===== src/hw/rtl/ecr_pkg.sv =====
// ----------------------------------------------------------------------------
// ecr_pkg
// Shared widths, constants and types of the ellipsoid curvature radii pipeline.
// ----------------------------------------------------------------------------
package ecr_pkg;

  localparam int unsigned AXIS_W     = 39;
  localparam int unsigned INVF_W     = 48;
  localparam int unsigned LAT_W      = 32;
  localparam int unsigned RAD_W      = 40;
  localparam int unsigned CFG_IDX_W  = 2;
  localparam int unsigned CFG_DATA_W = 48;

  // configuration register indexes
  localparam logic [CFG_IDX_W-1:0] REG_SEMI_MAJOR = 2'd0;
  localparam logic [CFG_IDX_W-1:0] REG_INV_FLAT   = 2'd1;

  // angles in units of 2^-24 degree
  localparam logic [32:0] DEG45  = 33'd754974720;
  localparam logic [32:0] DEG90  = 33'd1509949440;
  localparam logic [32:0] DEG180 = 33'd3019898880;

  // pi/180 * 64 in Q32
  localparam logic [32:0] RAD_PER_UNIT = 33'd4797524517;

  localparam logic [30:0] Q30_ONE = 31'h4000_0000;

  // series terms, divisors (n-1)*n of each step
  localparam int unsigned SERIES_N    = 6;
  localparam int unsigned RECIP_SHIFT = 38;
  localparam int unsigned SIN_DIV [SERIES_N] = '{6, 20, 42, 72, 110, 156};
  localparam int unsigned COS_DIV [SERIES_N] = '{2, 12, 30, 56, 90, 132};

  localparam int unsigned ROOT_STEPS = 32;
  localparam int unsigned QUOT_BITS  = 63;

  localparam logic [RAD_W-1:0] RADIUS_MAX = '1;

  // values riding along the product chain
  typedef struct packed {
    logic [63:0] q;
    logic [63:0] r1;
    logic [63:0] r2;
    logic        hzero;
  } chain_t;

endpackage


===== src/hw/rtl/ecr_root.sv =====
// ----------------------------------------------------------------------------
// ecr_root
// Pipelined 64-bit integer square root, one result bit per stage.
// ----------------------------------------------------------------------------
module ecr_root (
  input  logic        clk,
  input  logic        rst,
  input  logic        en,
  input  logic        in_v,
  input  logic [63:0] radicand,
  output logic        out_v,
  output logic [31:0] root
);
  import ecr_pkg::*;

  logic [63:0] n_r [ROOT_STEPS];
  logic [63:0] r_r [ROOT_STEPS];
  logic        v_r [ROOT_STEPS];

  for (genvar k = 0; k < ROOT_STEPS; k++) begin : g_step
    localparam logic [63:0] BIT = 64'd1 << (62 - 2 * k);

    logic [63:0] n_in;
    logic [63:0] r_in;
    logic        v_in;
    logic [63:0] trial;
    logic        take;

    if (k == 0) begin : g_first
      assign n_in = radicand;
      assign r_in = '0;
      assign v_in = in_v;
    end else begin : g_next
      assign n_in = n_r[k-1];
      assign r_in = r_r[k-1];
      assign v_in = v_r[k-1];
    end

    assign trial = r_in + BIT;
    assign take  = n_in >= trial;

    always_ff @(posedge clk) begin
      if (rst) v_r[k] <= 1'b0;
      else if (en) v_r[k] <= v_in;
      if (en) begin
        n_r[k] <= take ? (n_in - trial) : n_in;
        r_r[k] <= take ? ((r_in >> 1) + BIT) : (r_in >> 1);
      end
    end
  end

  assign out_v = v_r[ROOT_STEPS-1];
  assign root  = r_r[ROOT_STEPS-1][31:0];

endmodule


===== config.mk =====
export PLATFORM = sky130hd
export DESIGN_NAME = ecr_root
export DESIGN_NICKNAME = d
export VERILOG_FILES = /design/src/hw/rtl/ecr_pkg.sv /design/src/hw/rtl/ecr_root.sv
export SDC_FILE = /design/constraint.sdc
export NUM_CORES = 2
export LEC_CHECK = 0
export ABC_CLOCK_PERIOD_IN_PS = 4000
export CORE_MARGIN = 4
export CORE_UTILIZATION = 60
export CTS_BUF_LIST = sky130_fd_sc_hd__clkbuf_8
export CTS_CLUSTER_SIZE = 14
export DETAILED_ROUTE_END_ITERATION = 8
export DONT_BUFFER_PORTS = 1
export PLACE_DENSITY = 0.76
export SYNTH_ARGS = -nofsm -noshare
export SYNTH_HDL_FRONTEND = slang
export SYNTH_MEMORY_MAX_BITS = 65536
export SYNTH_SLANG_ARGS = --single-unit
export TNS_END_PERCENT = 1

===== constraint.sdc =====
create_clock -name clk -period 4 [get_ports clk]
set_input_delay 0.4 -clock clk [delete_from_list [all_inputs] [get_ports clk]]
set_output_delay 0.4 -clock clk [all_outputs]
set_load 0.05 [all_outputs]

==> qor.yml <==
outcome: "completed"
htree_num_levels: 5
final-hold-violation-count: 0
io_pins: 101
drcViolationCount: 0
min_period_ps: 3812
vias_per_cell: 6.202
num_rows: 165
min_path_cells: 1
start_util_pct: 60.51
track_usage_pct: 30.51
clock_skew_ps: 114.0
synth-compound-area-share_pct: 9.769
synth-seq-area-share_pct: 62.27
max_freq_mhz: 262.3
clk_latency_ps: 1080
worstPathArrival_ps: 4560
p_int_mw: 52.69
cts_tree: "done"
peakVddDrop_v: 0.0003870
clock_tree.buffer_depth: 4
clk_pin_slew_ps: 60
p_seq_share_pct: 48.4
p_comb_share_pct: 22.7
ys_types: 89
place_congestion: 0.9472
routed_wl_mm: 328.9
synth-async-reset-ratio_pct: 0
leakage_nw: 51.92
maxSlewHeadroom_pct: 6.182
criticalPathCategory: "flip-flop to flip-flop"
start_kind: "flip-flop"
synth_top_family_by_area: "simple AND/OR/NAND/NOR gates"
ant_nets: 0
yosys.area_share.simple_pct: 12.47
syn_nets: 10512
post_cts_buffers: 0
power_density_mw_per_mm2: 560.9
drv_slew: 0
dieArea_mm2: 0.2118
min_path_type: "input pin to flip-flop"
synth_xor_area_share_pct: 6.326
drive_gt1_share_pct: 8.560
cp.required_ps: 4750
grt_overflow: 0
switching_share_pct: 31.21
netlist_area_mm2: 0.1227
antenna_found_initial: 18
synthAdderAreaFrac_pct: 5.691
ys_ff_latch: 2544
dpl.hpwl_mm: 240.0
setup_viol: 0
chipWidth_um: 460.2
first_iter_violations: 9306
timing.setup.tns_ps: 0
cap_viol_max_count: 0
power_mw: 76.58
clock_sinks: 2544
rsz0062_at_grt: "no"
nets: 11061
cp_slowest_stage_delay_ps: 780
cp_slowest_cell: "or4b_2"
grt_pass1_vias: 80007
post_drt_wl_per_cell_um: 24.49
rr_worst_depth: 9
synthCells: 9886
synthMuxAreaShare_pct: 0.6344
cp-end-kind: "flip-flop"
synth-main-ff-cell: "edfxtp_1"
tightest_slew_ps: 1404
root_buffer: "clkbuf_8"
critPathMaxFanout: 7
net-switching-power_mw: 23.90
syn_avg_cell_area_um2: 12.41
portBuffers: 0
core_mm2: 0.2027
area_delta_synth_final_pct: 11.30
fin_crit_sh_pct: 95.30
cts_buffers: 414
via_count: 83291
grt_pass1_wl_mm: 490.7
p_clk_share_pct: 28.9
fp.dieH_um: 460.2
yosysWarnings: 0
dr.pass1.iters: 8
path_cells: "ha_1 -> and4_1 -> nand4_1 -> or3_1 -> a31oi_1 -> o21ai_1 -> or4b_2 -> nor4b_1 -> xor2_1"
grt_max_degree: 130
synth-edff-count: 2544
cells in the mapped netlist, types with 13 or more instances:
cell type | count | area share [%]
edfxtp_1 | 2544 | 62
inv_1 | 692 | 2.1
nand2_1 | 676 | 2.1
nor2_1 | 649 | 2.0
a21oi_1 | 644 | 2.6
ha_1 | 558 | 5.7
xnor2_1 | 494 | 3.5
o21ai_0 | 478 | 2.0
xor2_1 | 392 | 2.8
nor4_1 | 318 | 1.6
nor3_1 | 275 | 1.1
a21o_1 | 254 | 1.6
clkbuf_1 | 192 | 0.59
nand4_1 | 168 | 0.86
nand3_1 | 157 | 0.64
or3_1 | 110 | 0.56
nand2b_1 | 108 | 0.55
o21a_1 | 90 | 0.55
nor2b_1 | 79 | 0.40
or4_1 | 74 | 0.45
mux2_2 | 62 | 0.57
o21bai_1 | 59 | 0.36
and2_1 | 58 | 0.30
nor4b_1 | 56 | 0.40
a31oi_1 | 53 | 0.27
a211oi_1 | 52 | 0.32
o31ai_1 | 49 | 0.30
and3_1 | 44 | 0.22
or2_2 | 43 | 0.22
o211ai_1 | 41 | 0.25
nand3b_1 | 38 | 0.23
nand4b_1 | 27 | 0.19
a21boi_0 | 24 | 0.15
and4_1 | 23 | 0.16
nor3b_1 | 23 | 0.14
a211o_1 | 22 | 0.16
buf_1 | 17 | 0.052
o41ai_1 | 16 | 0.11
a31o_2 | 14 | 0.10
o2111ai_1 | 13 | 0.093
final timing paths:
path                    start          end  slack, ps
hold reg to reg   r_r[26][17]  r_r[27][16]        390
hold / removal            rst      v_r[22]        190
setup / recovery  n_r[0][998]   n_r[1][58]        190
setup reg to reg  n_r[0][998]   n_r[1][58]        190
registers in the layout (all words and copies together) (netlist names):
signal / count
v_r: 32
n_r: 1984
r_r: 528
cells by family after synthesis:
| kind of cell | after synthesis |
|---|---|
| compound gates | 1940 |
| xor+xnor | 886 |
| fa+ha+maj | 558 |
| buf+inv | 919 |
| flops | 2544 |
| mux | 70 |
| simple gates | 2969 |
layout make-up:
type | count | area [um^2]
flip-flops and latches | 2544 | 76390
fillers | 14464 | 66200
multi-input cells | 6423 | 42880
clock buffers | 418 | 5753
repair buffers | 354 | 3383
well taps | 2672 | 3343
inverters | 698 | 2624
clock inverters | 311 | 2130
diodes | 10 | 25.02
cell usage in the layout (no fill, tap or decap), types with 30 or more instances in the layout:
cell,n
edfxtp_1,2544
inv_1,782
nand2_1,676
nor2_1,647
a21oi_1,643
ha_1,558
xnor2_1,494
o21ai_0,477
clkbuf_8,418
xor2_1,392
nor4_1,316
nor3_1,275
a21o_1,254
buf_4,191
nand4_1,168
nand3_1,157
dlygate4sd3_1,132
or3_1,110
nand2b_1,108
clkinv_1,102
o21a_1,90
nor2b_1,78
or4_1,74
clkinv_2,67
mux2_2,62
o21bai_1,59
and2_1,58
nor4b_1,55
a211oi_1,52
a31oi_1,52
o31ai_1,48
and3_1,44
or2_2,43
o211ai_1,41
nand3b_1,38
buf_12,30
through the flow:
step | setup WS (ps) | util (%) | hold slack [ps] | std cells | cell area (um^2)
floorplan | 591.7 | - | 416.6 | 9886 | 122700
global placement | 82.27 | 62.78 | 422.9 | 12559 | 127300
detailed placement | 115.6 | 62.78 | 428.1 | 12559 | 127300
CTS | 92.46 | 67.32 | 76.34 | 13420 | 136500
global route | 3.861 | 67.34 | 129.0 | 13426 | 136500
finish | 188.0 | 67.35 | 189.3 | 13430 | 136500
per-layer routing:
metal	GRT usage [%]	part of all wire, %
met1	42.83	42
met2	48.56	46
met3	5.169	8.3
met4	10.74	3.7
met5	0	0.027
repair_timing:
item	CTS	global route
hold buffers	132	0
gates resized for setup	0	8
endpoints found under the hold margin	163	0
endpoints found under the setup margin	0	51
power groups by stage:
stage          logic [mW]  registers (mW)  clock network (mW)
6_report             17.4            37.1                22.1
5_1_grt              19.1            37.3                23.8
4_1_cts              17.1            37.0                22.4
3_5_place_dp         16.9            37.5                   0
3_3_place_gp         16.7            37.5                   0
2_1_floorplan        12.3            35.9                   0
critical path: cells and delay by family (launching register included):
family	cells	cell delay, ps
xor gates and xnor gates	1	110
and+or+nand+nor	5	2000
DFF	1	410
AOI/OAI and AO/OA	2	560
adders and majority gates	1	440
Power figures use the tool's default switching activity.
